--- src/sv/acc_pkg.sv ---
// shared types, constants and a helper function for the alarm clock controller
package acc_pkg;

    localparam int HOUR_W   = 5;
    localparam int MIN_W    = 6;
    localparam int CNT_W    = 6;
    localparam int APB_AW   = 3;
    localparam int APB_DW   = 32;
    localparam int IN_DW    = 8;
    localparam int OUT_DW   = 24;
    localparam int IN_UW    = 2;
    localparam int OUT_UW   = 1;

    localparam logic [HOUR_W:0] HOURS_PER_DAY = 6'd24;
    localparam logic [MIN_W:0]  MINS_PER_HOUR = 7'd60;
    localparam logic [MIN_W:0]  SECS_PER_MIN  = 7'd60;

    localparam logic [HOUR_W-1:0] CLOCK_HOUR_RST   = 5'd16;
    localparam logic [HOUR_W-1:0] ALARM_HOUR_RST   = 5'd13;
    localparam logic [MIN_W-1:0]  ALARM_MINUTE_RST = 6'd30;
    localparam logic [CNT_W-1:0]  REPEAT_RST       = 6'd15;
    localparam logic [CNT_W-1:0]  REFRESH_RST      = 6'd20;

    // register index, taken from paddr[2]
    localparam logic REG_REPEAT  = 1'b0;
    localparam logic REG_REFRESH = 1'b1;

    typedef enum logic [1:0] {
        MODE_SECOND = 2'd0,
        MODE_FAST   = 2'd1,
        MODE_SCREEN = 2'd2,
        MODE_CURSOR = 2'd3
    } acc_mode_t;

    localparam logic [1:0] SCR_TIME  = 2'd0;
    localparam logic [1:0] SCR_ALARM = 2'd1;
    localparam logic [1:0] SCR_CLOCK = 2'd2;

    typedef struct packed {
        logic [CNT_W-1:0] repeat_period;
        logic [CNT_W-1:0] refresh_period;
    } acc_cfg_t;

    typedef struct packed {
        logic [HOUR_W-1:0] hour;
        logic [MIN_W-1:0]  minute;
    } acc_hm_t;

    typedef struct packed {
        logic              hide_m;
        logic              hide_h;
        logic [MIN_W-1:0]  second;
        logic [MIN_W-1:0]  minute;
        logic [HOUR_W-1:0] hour;
        logic [1:0]        scr;
    } acc_latch_t;

    typedef struct packed {
        acc_hm_t          clock;
        logic [MIN_W-1:0] clock_second;
        acc_hm_t          alarm;
        logic [1:0]       screen;
        logic             cursor_on_minute;
        logic [CNT_W-1:0] repeat_count;
        logic [CNT_W-1:0] refresh_count;
        logic             blink_phase;
        acc_latch_t       disp;
    } acc_state_t;

    // one step of the edited field, minute carries into hour, hour wraps at 24
    function automatic acc_hm_t acc_bump(acc_hm_t t, logic on_minute);
        acc_hm_t         r;
        logic [MIN_W:0]  m_inc;
        logic [HOUR_W:0] h_inc;
        r = t;
        m_inc = {1'b0, t.minute} + 7'd1;
        if (on_minute)
        begin
            if (m_inc >= MINS_PER_HOUR)
            begin
                r.minute = '0;
                h_inc = {1'b0, t.hour} + 6'd1;
            end
            else
            begin
                r.minute = m_inc[MIN_W-1:0];
                h_inc = {1'b0, t.hour};
            end
        end
        else
        begin
            h_inc = {1'b0, t.hour} + 6'd1;
        end
        if (h_inc >= HOURS_PER_DAY)
            r.hour = '0;
        else
            r.hour = h_inc[HOUR_W-1:0];
        return r;
    endfunction

endpackage

--- src/sv/alarm_clock_controller_core.sv ---
// alarm clock controller: event register, single-pass state update, result register
// an accepted beat waits in the event register until the result register is free
// throughput: one event per cycle unless the result channel stalls; the state update
// is one pass of small compares and increments between event and result register
// reset: rst_n is asynchronous, active low; clears time 16:00:00, alarm 13:30,
// counters, blink phase and display latch, and loads the default periods
module alarm_clock_controller_core
    import acc_pkg::*;
(
    input  logic              clk,
    input  logic              rst_n,
    // event channel
    input  logic              s_axis_tvalid,
    output logic              s_axis_tready,
    input  logic [IN_DW-1:0]  s_axis_tdata,   // [0] inc_held, [7:1] zero
    input  logic [IN_UW-1:0]  s_axis_tuser,   // [1:0] mode
    // result channel
    output logic              m_axis_tvalid,
    input  logic              m_axis_tready,
    // [0] alarm_on, [2:1] shown_screen, [7:3] shown_hour, [13:8] shown_minute,
    // [19:14] shown_second, [20] hide_hour, [21] hide_minute, [23:22] zero
    output logic [OUT_DW-1:0] m_axis_tdata,
    output logic [OUT_UW-1:0] m_axis_tuser,   // [0] refreshed
    // configuration
    input  logic              psel,
    input  logic              penable,
    input  logic              pwrite,
    input  logic [APB_AW-1:0] paddr,
    input  logic [APB_DW-1:0] pwdata,
    output logic [APB_DW-1:0] prdata,
    output logic              pready
);

    acc_cfg_t   cfg;
    logic       in_valid_reg;
    acc_mode_t  mode_reg;
    logic       held_reg;
    logic       out_valid_reg;
    logic [OUT_DW-1:0] out_data_reg;
    logic [OUT_UW-1:0] out_user_reg;
    acc_state_t state_reg;
    acc_state_t state_next;
    logic       refreshed_next;
    logic       alarm_on_next;
    logic       advance;
    logic       step_en;
    logic       in_beat;

    logic [MIN_W:0]   sec_inc;
    logic [MIN_W:0]   min_inc;
    logic [HOUR_W:0]  hour_inc;
    logic [CNT_W-1:0] rc_inc;
    logic [CNT_W-1:0] fc_inc;

    acc_cfg_regs u_cfg_regs
    (
        .clk     (clk),
        .rst_n   (rst_n),
        .psel    (psel),
        .penable (penable),
        .pwrite  (pwrite),
        .paddr   (paddr),
        .pwdata  (pwdata),
        .prdata  (prdata),
        .pready  (pready),
        .cfg     (cfg)
    );

    assign advance       = !out_valid_reg || m_axis_tready;
    assign step_en       = in_valid_reg && advance;
    assign s_axis_tready = !in_valid_reg || advance;
    assign in_beat       = s_axis_tvalid && s_axis_tready;

    always_comb
    begin
        state_next     = state_reg;
        refreshed_next = 1'b0;
        sec_inc  = {1'b0, state_reg.clock_second} + 7'd1;
        min_inc  = {1'b0, state_reg.clock.minute} + 7'd1;
        hour_inc = {1'b0, state_reg.clock.hour} + 6'd1;
        rc_inc   = state_reg.repeat_count + 6'd1;
        fc_inc   = state_reg.refresh_count + 6'd1;
        unique case (mode_reg)
            MODE_SECOND:
            begin
                if (sec_inc >= SECS_PER_MIN)
                begin
                    state_next.clock_second = '0;
                    if (min_inc >= MINS_PER_HOUR)
                    begin
                        state_next.clock.minute = '0;
                        if (hour_inc >= HOURS_PER_DAY)
                            state_next.clock.hour = '0;
                        else
                            state_next.clock.hour = hour_inc[HOUR_W-1:0];
                    end
                    else
                    begin
                        state_next.clock.minute = min_inc[MIN_W-1:0];
                    end
                end
                else
                begin
                    state_next.clock_second = sec_inc[MIN_W-1:0];
                end
            end
            MODE_FAST:
            begin
                if (held_reg)
                begin
                    if (rc_inc == cfg.repeat_period)
                    begin
                        state_next.repeat_count = '0;
                        if (state_reg.screen == SCR_ALARM)
                            state_next.alarm = acc_bump(state_reg.alarm,
                                                        state_reg.cursor_on_minute);
                        else if (state_reg.screen == SCR_CLOCK)
                            state_next.clock = acc_bump(state_reg.clock,
                                                        state_reg.cursor_on_minute);
                    end
                    else
                    begin
                        state_next.repeat_count = rc_inc;
                    end
                end
                else
                begin
                    state_next.repeat_count = '0;
                end
                if (fc_inc == cfg.refresh_period)
                begin
                    state_next.refresh_count = '0;
                    refreshed_next           = 1'b1;
                    // latch sees the time after any bump of this beat
                    state_next.disp.scr    = (state_reg.screen == 2'd3) ? SCR_TIME
                                                                        : state_reg.screen;
                    state_next.disp.second = state_next.clock_second;
                    state_next.disp.hide_h = 1'b0;
                    state_next.disp.hide_m = 1'b0;
                    if (state_reg.screen == SCR_ALARM || state_reg.screen == SCR_CLOCK)
                    begin
                        if (state_reg.screen == SCR_ALARM)
                        begin
                            state_next.disp.hour   = state_next.alarm.hour;
                            state_next.disp.minute = state_next.alarm.minute;
                        end
                        else
                        begin
                            state_next.disp.hour   = state_next.clock.hour;
                            state_next.disp.minute = state_next.clock.minute;
                        end
                        // blink only while the button is released
                        if (!held_reg)
                        begin
                            if (!state_reg.blink_phase)
                            begin
                                state_next.disp.hide_m = state_reg.cursor_on_minute;
                                state_next.disp.hide_h = !state_reg.cursor_on_minute;
                            end
                            state_next.blink_phase = !state_reg.blink_phase;
                        end
                    end
                    else
                    begin
                        state_next.disp.hour   = state_next.clock.hour;
                        state_next.disp.minute = state_next.clock.minute;
                    end
                end
                else
                begin
                    state_next.refresh_count = fc_inc;
                end
            end
            MODE_SCREEN:
            begin
                if (state_reg.screen >= SCR_CLOCK)
                    state_next.screen = SCR_TIME;
                else
                    state_next.screen = state_reg.screen + 2'd1;
                state_next.cursor_on_minute = 1'b0;
            end
            MODE_CURSOR:
            begin
                state_next.cursor_on_minute = !state_reg.cursor_on_minute;
            end
            default:
            begin
                state_next = state_reg;
            end
        endcase
        alarm_on_next = (state_next.alarm == state_next.clock);
    end

    // control state and block state
    always_ff @(posedge clk or negedge rst_n)
    begin
        if (!rst_n)
        begin
            in_valid_reg  <= 1'b0;
            out_valid_reg <= 1'b0;
            state_reg.clock.hour       <= CLOCK_HOUR_RST;
            state_reg.clock.minute     <= '0;
            state_reg.clock_second     <= '0;
            state_reg.alarm.hour       <= ALARM_HOUR_RST;
            state_reg.alarm.minute     <= ALARM_MINUTE_RST;
            state_reg.screen           <= SCR_TIME;
            state_reg.cursor_on_minute <= 1'b0;
            state_reg.repeat_count     <= '0;
            state_reg.refresh_count    <= '0;
            state_reg.blink_phase      <= 1'b0;
            state_reg.disp             <= '0;
        end
        else
        begin
            if (in_beat)
                in_valid_reg <= 1'b1;
            else if (advance)
                in_valid_reg <= 1'b0;
            if (advance)
                out_valid_reg <= in_valid_reg;
            if (step_en)
                state_reg <= state_next;
        end
    end

    // payload registers
    always_ff @(posedge clk)
    begin
        if (in_beat)
        begin
            mode_reg <= acc_mode_t'(s_axis_tuser);
            held_reg <= s_axis_tdata[0];
        end
        if (step_en)
        begin
            out_data_reg <= {2'b00,
                             state_next.disp.hide_m,
                             state_next.disp.hide_h,
                             state_next.disp.second,
                             state_next.disp.minute,
                             state_next.disp.hour,
                             state_next.disp.scr,
                             alarm_on_next};
            out_user_reg <= refreshed_next;
        end
    end

    assign m_axis_tvalid = out_valid_reg;
    assign m_axis_tdata  = out_data_reg;
    assign m_axis_tuser  = out_user_reg;

endmodule

--- src/sv/acc_cfg_regs.sv ---
// apb register file holding the repeat and refresh periods
module acc_cfg_regs
    import acc_pkg::*;
(
    input  logic              clk,
    input  logic              rst_n,
    input  logic              psel,
    input  logic              penable,
    input  logic              pwrite,
    input  logic [APB_AW-1:0] paddr,
    input  logic [APB_DW-1:0] pwdata,
    output logic [APB_DW-1:0] prdata,
    output logic              pready,
    output acc_cfg_t          cfg
);

    acc_cfg_t cfg_reg;
    logic     wr_en;

    assign pready = 1'b1;
    assign wr_en  = psel & penable & pwrite & pready;

    always_ff @(posedge clk or negedge rst_n)
    begin
        if (!rst_n)
        begin
            cfg_reg.repeat_period  <= REPEAT_RST;
            cfg_reg.refresh_period <= REFRESH_RST;
        end
        else if (wr_en)
        begin
            unique case (paddr[2])
                REG_REPEAT:  cfg_reg.repeat_period  <= pwdata[CNT_W-1:0];
                REG_REFRESH: cfg_reg.refresh_period <= pwdata[CNT_W-1:0];
                default:     cfg_reg <= cfg_reg;
            endcase
        end
    end

    always_comb
    begin
        unique case (paddr[2])
            REG_REPEAT:  prdata = {{(APB_DW-CNT_W){1'b0}}, cfg_reg.repeat_period};
            REG_REFRESH: prdata = {{(APB_DW-CNT_W){1'b0}}, cfg_reg.refresh_period};
            default:     prdata = '0;
        endcase
    end

    assign cfg = cfg_reg;

endmodule

--- config.mk ---
export PLATFORM = sky130hd
export DESIGN_NAME = alarm_clock_controller_core
export DESIGN_NICKNAME = d
export VERILOG_FILES = /design/src/sv/acc_pkg.sv /design/src/sv/alarm_clock_controller_core.sv /design/src/sv/acc_cfg_regs.sv
export SDC_FILE = /design/constraint.sdc
export NUM_CORES = 1
export LEC_CHECK = 0
export ABC_AREA = 1
export ABC_CLOCK_PERIOD_IN_PS = 3000
export BUFFER_PORTS_ARGS = -buffer_cell sky130_fd_sc_hd__buf_2
export CAP_MARGIN = 0
export CORE_UTILIZATION = 55
export CTS_CLUSTER_SIZE = 30
export DETAILED_ROUTE_END_ITERATION = 8
export GPL_ROUTABILITY_DRIVEN = 1
export GPL_TIMING_DRIVEN = 0
export PLACE_DENSITY_LB_ADDON = 0.2
export SETUP_SLACK_MARGIN = 0.3
export SLEW_MARGIN = 20
export SYNTH_ARGS = -nofsm -noshare
export SYNTH_HDL_FRONTEND = slang
export SYNTH_SLANG_ARGS = --single-unit
--- constraint.sdc ---
create_clock -name clk -period 3 [get_ports clk]
set_input_delay 0.15 -clock clk [delete_from_list [all_inputs] [get_ports clk]]
set_output_delay 0.15 -clock clk [all_outputs]
set_load 0.1 [all_outputs]
---- Yosys cells after proc, flatten, opt, wreduce, memory -nomap -nowiden ----
Index checks and enable logic that the tools add are counted.
word-level totals
  register bits after elaboration ......... 105
  output and inout port bits .............. 60
  bits of input ports ..................... 52
  word-level logic and storage cells ...... 120
operators by class
  eq/ne operators ......................... 9
  muxes and demuxes ....................... 49
  bitwise logic cells ..................... 4
  reductions and logical operators ........ 19
  magnitude comparators ................... 7
  add/subtract/negate cells ............... 8
operator list
  operator                                                                             number
  6-bit two-way mux                                                                    21
  11-bit two-way mux                                                                   11
  32-bit one-hot mux with 2 select lines                                               1
  21-bit two-way mux                                                                   2
  11-bit one-hot mux with 2 select lines                                               1
  6-bit by 1-bit adder with 7-bit output, second input constant                        3
  7-bit by 6-bit greater-or-equal comparator with 1-bit output, second input constant  3
  5-bit two-way mux                                                                    4
  6-bit by 5-bit greater-or-equal comparator with 1-bit output, second input constant  3
  5-bit by 1-bit adder with 6-bit output, second input constant                        2
  6-bit by 1-bit adder with 6-bit output, second input constant                        2
  6-bit equality test                                                                  2
  2-bit AND reduction                                                                  6
  11-bit equality test                                                                 1
  2-bit two-way mux                                                                    5
  2-bit equality test, second input constant                                           4
  5-bit AND reduction                                                                  1
  2-bit by 1-bit equality test with 1-bit output, second input constant                2
  1-bit zero test                                                                      4
  2-bit nonzero test                                                                   2
  1-bit logical OR                                                                     3
  1-bit two-way mux                                                                    3
  2-bit by 1-bit adder with 2-bit output, second input constant                        1
  1-bit AND                                                                            2
  other kinds (5)                                                                      7

---- Depth between registers and ports, before layout ----
Gate-level depths: netlist of the first run.
  word-level depth ........................ 19
  mapped depth ............................ 23
  gate-level depth less buffers ........... 23

---- Modules after synthesis ----
Synthesis of the first run repeated with hierarchy kept, for this count alone.
second synthesis, totals
  cells, all modules ...................... 970
  area total of the unflattened synthesis .. 7,008.0 sq um
modules (own cells, without submodules)
  module                       area an instance (sq um)  times used  cells each  sequential area each (sq um)
  alarm_clock_controller_core  6,221.0                   1           866         2,467.4
  acc_cfg_regs                 787.0                     1           104         307.8

---- Worst setup path after synthesis of the first run ----
Ideal clock, no wire load.
  kind .................................... register to output
  start point ............................. register u_cfg_regs.cfg_reg, in the netlist u_cfg_regs.cfg[8]
  end point ............................... output prdata[2]
  cell stages (with the launch flop) ...... 3
  required time ........................... 2,850 ps
  data arrival time ....................... 2,677 ps
  buffers on the path ..................... 0
  slack ................................... 173 ps
  cells stage by stage .................... dfstp_2 -> inv_1 -> o21ai_0
between the ends
  longest elaborated chain between the ends .. 1
ends and longest elaborated chain
  what                                    RTL line                           text
  start, declared                         acc_cfg_regs.sv:17                 acc_cfg_t cfg_reg;
  start signal, assigned                  acc_cfg_regs.sv:35                 default: cfg_reg <= cfg_reg;
  32-bit one-hot mux with 2 select lines  acc_cfg_regs.sv:42                 unique case (paddr[2])
  end, declared                           alarm_clock_controller_core.sv:30  output logic [APB_DW-1:0] prdata,
No other way between the ends. The select of a mux whose other input is x is not followed.

---- Final worst setup path of the first run ----
  start point ............................. register state_reg[29] in the netlist's numbering
  end point ............................... register out_data_reg[0] (netlist: m_axis_tdata[0]), data pin
between the ends
  longest elaborated chain between the ends .. 6
  elaborated cells on any way between the ends .. 9
  classes of those cells .................. 1 x add/sub; 2 x eq/ne; 6 x mux
ends and longest elaborated chain
  what                                                                                 RTL line                            text
  start, declared                                                                      alarm_clock_controller_core.sv:41   acc_state_t state_reg;
  start signal, assigned                                                               alarm_clock_controller_core.sv:222  state_reg <= state_next;
  6-bit by 1-bit adder with 6-bit output *                                             alarm_clock_controller_core.sv:81   rc_inc = state_reg.repeat_count + 6'd1;
  6-bit equality test *                                                                alarm_clock_controller_core.sv:111  if (rc_inc == cfg.repeat_period)
  11-bit two-way mux                                                                   alarm_clock_controller_core.sv:111
  11-bit two-way mux                                                                   alarm_clock_controller_core.sv:109  if (held_reg)
  11-bit one-hot mux with 2 select lines / 11-bit two-way mux (equally long branches)  alarm_clock_controller_core.sv:83   unique case (mode_reg)
  11-bit equality test *                                                               alarm_clock_controller_core.sv:191  alarm_on_next = (state_next.alarm == state_next.clock);
  via alarm_on_next                                                                    alarm_clock_controller_core.sv:44   logic alarm_on_next;
  end signal, assigned                                                                 alarm_clock_controller_core.sv:236  out_data_reg <= {2'b00,
  end, declared                                                                        alarm_clock_controller_core.sv:39   logic [OUT_DW-1:0] out_data_reg;
Mark *: on every way through the listed nets, which the timed path passes. The rest lies on a longest branch.
A chain may end at the register's enable or synchronous reset.

==> impl_metrics.yaml, run 1 <==
synthesis:
  syn_area_mm2: 0.00684
  synth_xor_area_frac: 0.0179
  synth-edff-count: 26
  synthTopCellsByArea: "dfrtp_1 24%, nand2_1 18%, edfxtp_1 11%"
  synth_top_area_cell: "dfrtp_1"
  synth_cell_type_count: 42
  yosysMostFrequentCell: "nand2_1"
  synthArstFlopShare: 0.752
  synth_top_family_by_area: "simple AND/OR/NAND/NOR gates"
  synth_compound_area_frac: 0.110
  yosysSeqAreaShare: 0.406
  synth_commonest_cells: "319 x nand2_1, 98 x inv_1, 82 x o21ai_0, 69 x nand3_1, 65 x dfrtp_1"
  ys_ff_latch: 105
  avgSynthCellArea_um2: 7.24
  yosys_warnings: 0
  synth_flop_cell: "dfrtp_1"
  syn_inst: 945
  synth-adder-area-share: 0.0219
  synth_top_area_share: 0.238
  synth_mux_area_frac: 0
  yosys.area_share.simple: 0.330
setup_path:
  ff2ff_setup_slack_ns: 0.32
  reg2reg_from: "state_reg[29]"
  rr_worst_depth: 17
  startpoint_type: "flip-flop"
  critPathLaunch: "state_reg[29]"
  cp_max_fo: 8
  cp-end-kind: "flip-flop"
  path_class: "flip-flop to flip-flop"
  worstPathRequired_ns: 3.21
  arrival_ns: 2.89
  r2r-end: "m_axis_tdata[0]"
power_and_ir_drop:
  switchingPower_mw: 3.64
  pwr-share-comb: 0.523
  clkPwrFrac: 0.154
  p_leak_nw: 4.00
  power_mw: 7.37
  intPower_mw: 3.73
  seq_power_share: 0.323
  power_density_mw_per_mm2: 911
  swShare: 0.494
  ir_drop_mv: 0.586
global_route:
  grt_pass1_vias: 5720
  met2_usage: 0.441
  antenna_found_initial: 0
  grt_use_met1: 0.363
  grt_pass1_wl_um: 27500
  grt_overflow: 0
  grt_max_degree: 43
  busiest_layer: "met2"
  met3_usage: 0.0468
  grt.total_usage: 0.273
floorplan:
  die_x_um: 114
  design.die.area_mm2: 0.0129
  coreArea_mm2: 0.0121
  io_pins: 112
  initial_utilization: 0.567
  fp.dieH_um: 114
  rows: 40
clock_network:
  numCtsBuffers: 9
  htree_num_levels: 3
  cts_buffer_depth: 2
  tritoncts: "built"
  clk_latency_ns: 0.36
  root_buffer: "clkbuf_16"
  clkTransAtPathRegs_ns: 0.07
  cts.sink_count: 105
placement:
  routabilityCongestion: 0.950
  hpwl_um: 12700
  io_buffer_count: 47
  place_inst: 1188
timing:
  fmax_mhz: 373
  fin_crit_sh: 0.893
  setup_viol: 0
  drv_slew: 0
  period_needed_ns: 2.68
  grt_setup_unrepaired: "yes"
  relSlewSlack: 0.465
  skew_ns: 0.00717
  whs_ns: 0.0162
  worst_slew_pin_slew_ns: 0.802
  hold_viol_final: 0
  totalNegativeSetupSlack_ns: 0
hold_path:
  min_delay_path_depth: 3
  min_from: "s_axis_tvalid"
  hold_end: "in_valid_reg"
  min_path_type: "input port to flip-flop"
detailed_routing:
  drt-initial-drc-count: 561
  wl_per_cell_um: 13.9
  drtPass1Iterations: 5
  via_per_inst: 5.25
  drc_errors: 0
  num_vias: 6419
  ant_nets: 0
  wirelength_um: 17000
final_layout:
  nets: 1114
  area_delta_synth_final_pct: 18.2
  largest_reg_flops: 65
  drive_above_1_share: 0.218
  final_cells: 1223
  n_antenna_cell: 0
run:
  cap_violations: 0
run_status:
  status: "finished clean"
-- metrics by stage --
stage	setup WS (ns)	instance area [µm²]	util
6_report	0.321	8090	0.670
2_1_floorplan	0.324	6940	-
3_5_place_dp	0.244	7410	0.615
5_1_grt	0.164	8090	0.670
3_3_place_gp	0.288	7390	0.613
4_1_cts	0.314	7740	0.642
-- cells by family (layout without fill, tap and decap cells) --
group                      count (synthesis)  after routing
DFF                                      105            105
and+or+nand+nor                          502            502
AOI/OAI and AO/OA                        140            140
xor gates and xnor gates                  14             14
other                                      2             29
buffers and inverters                    170            253
adders and majority gates                 12             12
-- worst max path at each step --
stage | endpoint | slack (ns)
finish | m_axis_tdata[0] | 0.32
global route | m_axis_tdata[0] | 0.16
CTS | m_axis_tdata[0] | 0.31
detailed placement | m_axis_tdata[0] | 0.24
global placement | m_axis_tdata[0] | 0.29
floorplan | prdata[5] | 0.32
-- metal layers --
metal,vias up,share of wire
met3,34,0.066
met1,2968,0.44
met2,212,0.47
met5,-,0
met4,0,0.027
li1,3205,-
-- power by group through the flow --
stage	sequential [mW]	clock [mW]	combinational, mW
floorplan	2.83	0	2.31
global placement	2.37	0	3.42
detailed placement	2.38	0	3.46
CTS	2.36	1.16	3.49
global route	2.44	1.20	4.24
finish	2.38	1.13	3.86
-- layout make-up --
class / instances / area, µm²
multi-input combinational: 697 / 3610
inverter: 111 / 419
sequential: 105 / 2780
clock buffer: 11 / 243
buffer: 59 / 368
timing repair buffer: 67 / 414
fill: 1049 / 3980
clock inverter: 5 / 37.5
tap: 168 / 210
-- cell usage in the layout, fill, tap and decap left out, types with 16 or more instances in the layout --
| master | n |
|---|---|
| nand2_2 | 31 |
| buf_2 | 50 |
| nand3_1 | 65 |
| inv_1 | 95 |
| conb_1 | 29 |
| o21ai_1 | 16 |
| nand2_1 | 300 |
| clkbuf_1 | 17 |
| o21ai_0 | 76 |
| dfrtp_1 | 61 |
| nor2_1 | 38 |
| nand4_1 | 20 |
| buf_4 | 50 |
| edfxtp_1 | 26 |
-- critical path, cell delays in order (launching register included) --
cell and delay [ns]:
dfrtp_2 0.45, ha_4 0.28, inv_2 0.04, nand2_2 0.06
nand2_2 0.06, nor2_4 0.15, nand3_4 0.10, nor2_8 0.20
nand4_4 0.21, o21ai_4 0.24, nand2_1 0.12, nand2_2 0.11
nand2_1 0.05, nand2_1 0.07, nand2_1 0.06, nor2_2 0.14
nand3_2 0.08, nor2_2 0.12
-- what timing repair did --
item                                    CTS  global route
resized for setup                         3            65
endpoints found under the setup margin    3            17
pin swaps                                 0            34
endpoints found under the hold margin    39             0
hold buffers                              4             0
setup buffers                             0            15
No activity file was read; power rests on OpenSTA's default activity.
==> inputs of run 2 (changes only) <==
ABC_AREA = default   (was 1)
==> run 2 against run 1 <==
Compared with the run above: the run now ends with setup timing left; die area decreased by 2.0%; utilization increased by 4.5 points; non-clock buffer count increased by 7; hold slack got worse by 0.011 ns; final cell count decreased by 21%; critical path type unchanged; largest power group unchanged.
==> impl_metrics.yaml, run 2 <==
synthesis:
  yosysMostFrequentCell: "nand2_1"
  ys_ff_latch: 105
  syn_inst: 712
  synth_flop_cell: "dfrtp_1"
  synth_commonest_cells: "131 x nand2_1, 68 x o21ai_0, 65 x dfrtp_1, 50 x mux2_2, 30 x buf_4"
  synth-adder-area-share: 0.0224
  synth_mux_area_frac: 0.0960
  synthTopCellsByArea: "dfrtp_1 24%, edfxtp_1 12%, mux2_2 8.4%"
  synthArstFlopShare: 0.752
  synth_top_area_share: 0.243
  avgSynthCellArea_um2: 9.41
  syn_area_mm2: 0.00670
  yosysSeqAreaShare: 0.414
  yosys.area_share.simple: 0.184
  synth_top_family_by_area: "simple AND/OR/NAND/NOR gates"
  synth_compound_area_frac: 0.173
  synth_top_area_cell: "dfrtp_1"
  yosys_warnings: 0
  synth_xor_area_frac: 0.0541
  synth_cell_type_count: 75
  synth-edff-count: 26
setup_path:
  startpoint_type: "flip-flop"
  arrival_ns: 3.22
  cp_max_fo: 8
  critPathLaunch: "u_cfg_regs.cfg[8]"
  ff2ff_setup_slack_ns: -0.06
  worstPathRequired_ns: 3.17
  reg2reg_from: "u_cfg_regs.cfg[8]"
  cp-end-kind: "flip-flop"
  path_class: "flip-flop to flip-flop"
global_route:
  grt.total_usage: 0.297
  antenna_found_initial: 0
  grt_pass1_wl_um: 29500
  grt_overflow: 0
  grt_pass1_vias: 5728
  grt_max_degree: 43
power_and_ir_drop:
  seq_power_share: 0.361
  p_leak_nw: 3.49
  power_density_mw_per_mm2: 656
  ir_drop_mv: 0.508
  intPower_mw: 3.12
  swShare: 0.429
  pwr-share-comb: 0.425
  clkPwrFrac: 0.214
  switchingPower_mw: 2.35
timing:
  skew_ns: 0.0138
  worst_slew_pin_slew_ns: 0.866
  whs_ns: 0.00498
  period_needed_ns: 3.06
  grt_setup_unrepaired: "yes"
  hold_viol_final: 0
  setup_viol: 3
  drv_slew: 0
  fmax_mhz: 327
  fin_crit_sh: 1.02
  relSlewSlack: 0.423
  setup_slack_ns: -0.0562
clock_network:
  clkTransAtPathRegs_ns: 0.07
  tritoncts: "built"
  cts_buffer_depth: 2
  numCtsBuffers: 9
  clk_latency_ns: 0.36
  htree_num_levels: 3
  cts.sink_count: 105
  root_buffer: "clkbuf_16"
detailed_routing:
  num_vias: 5924
  wirelength_um: 18200
  drc_errors: 0
  drt-initial-drc-count: 407
  ant_nets: 0
  via_per_inst: 6.10
  drtPass1Iterations: 5
  wl_per_cell_um: 18.7
final_layout:
  utilization: 0.716
  layout_commonest_cell: "nand2_1"
  n_antenna_cell: 0
  final_cell_area_mm2: 0.00835
  area_delta_synth_final_pct: 24.5
  largest_reg_flops: 65
  drive_above_1_share: 0.338
  nets: 887
  multi_input_area_mm2: 0.00420
  final_cells: 971
  nFillCells: 868
  regArea_mm2: 0.00278
  final_cell_mix: "124 x nand2_1, 60 x dfrtp_1, 53 x o21ai_0, 49 x buf_2, 45 x buf_4"
floorplan:
  rows: 39
  initial_utilization: 0.575
  coreArea_mm2: 0.0117
  die_x_um: 112
  io_pins: 112
  fp.dieH_um: 112
  design.die.area_mm2: 0.0126
run_status:
  violations: "setup timing"
  status: "finished, violations left"
placement:
  io_buffer_count: 46
  hpwl_um: 12400
  place_ws_ns: -0.457
  place_inst: 929
  routabilityCongestion: 0.927
  place_area_mm2: 0.00724
hold_path:
  min_path_type: "input port to flip-flop"
  min_from: "s_axis_tvalid"
run:
  cap_violations: 0
## run 2: cell count changes after synthesis, moves of 15 or more
cell / change
xnor2_1: +18
nand2b_1: +15
nand2_1: -188
nand3_1: -45
inv_1: -91
nand2_2: -15
mux2_2: +50
nor2_1: -26
## run 2: path summary, 6_finish.rpt
kind,to,depth (start not counted)
min in group asynchronous,state_reg[51],2
min reg2reg,state_reg[18],2
max,m_axis_tdata[0],10
max in group asynchronous,state_reg[45],3
min,in_valid_reg,2
max reg2reg,m_axis_tdata[0],10
## run 2: cells by family after synthesis
kind of cell    after synthesis
simple gates                252
compound gates              176
flops                       105
buf+inv                      69
mux                          58
xor+xnor                     38
fa+ha+maj                    12
other cells                   2
## run 2: critical path, cell delays in order (launching register included)
cell and delay, ns:
dfstp_2 0.54, xor3_2 0.46, nor3_4 0.19, o211ai_4 0.13, buf_12 0.17, nor2_4 0.20
o21ai_0 0.15, a311oi_2 0.41, xnor2_1 0.17, o2111ai_1 0.16, nor4_2 0.28
## run 2: timing repair
item,4_1_cts,5_1_grt
setup buffers,14,8
pin swaps,15,7
hold buffers,4,0
setup endpoints to repair,63,81
resized for setup,96,57
gates cloned,0,0
hold endpoints to repair,38,0
## run 2: power groups by stage
| stage | registers, mW | clock network, mW | logic, mW |
|---|---|---|---|
| 6_report | 1.97 | 1.17 | 2.33 |
| 5_1_grt | 2.01 | 1.25 | 2.47 |
| 4_1_cts | 1.96 | 1.20 | 2.22 |
| 3_5_place_dp | 1.98 | 0 | 2.01 |
| 3_3_place_gp | 1.96 | 0 | 1.97 |
| 2_1_floorplan | 2.24 | 0 | 1.31 |
## run 2: area by class of cell
type,count,area share
plain buffers,60,0.0432
clock buffers,11,0.0279
clock inverters,5,0.00690
inverters,9,0.00465
multi-input cells,565,0.503
flip-flops and latches,105,0.333
well taps,143,0.0214
repair buffers,73,0.0600
## run 2: metal layers
metal,vias up,share of wire,track usage
li1,2756,-,-
met1,2866,0.42,0.381
met2,259,0.49,0.497
met3,43,0.065,0.0518
met4,0,0.028,0.130
met5,-,0,0
## run 2: per-stage QoR
step           TNS [ns]  power [mW]
5_1_grt          -0.838        5.74
4_1_cts         -0.0662        5.38
6_report         -0.125        5.47
3_3_place_gp      -1.67        3.93
2_1_floorplan         0        3.55
3_5_place_dp      -5.44        4.00
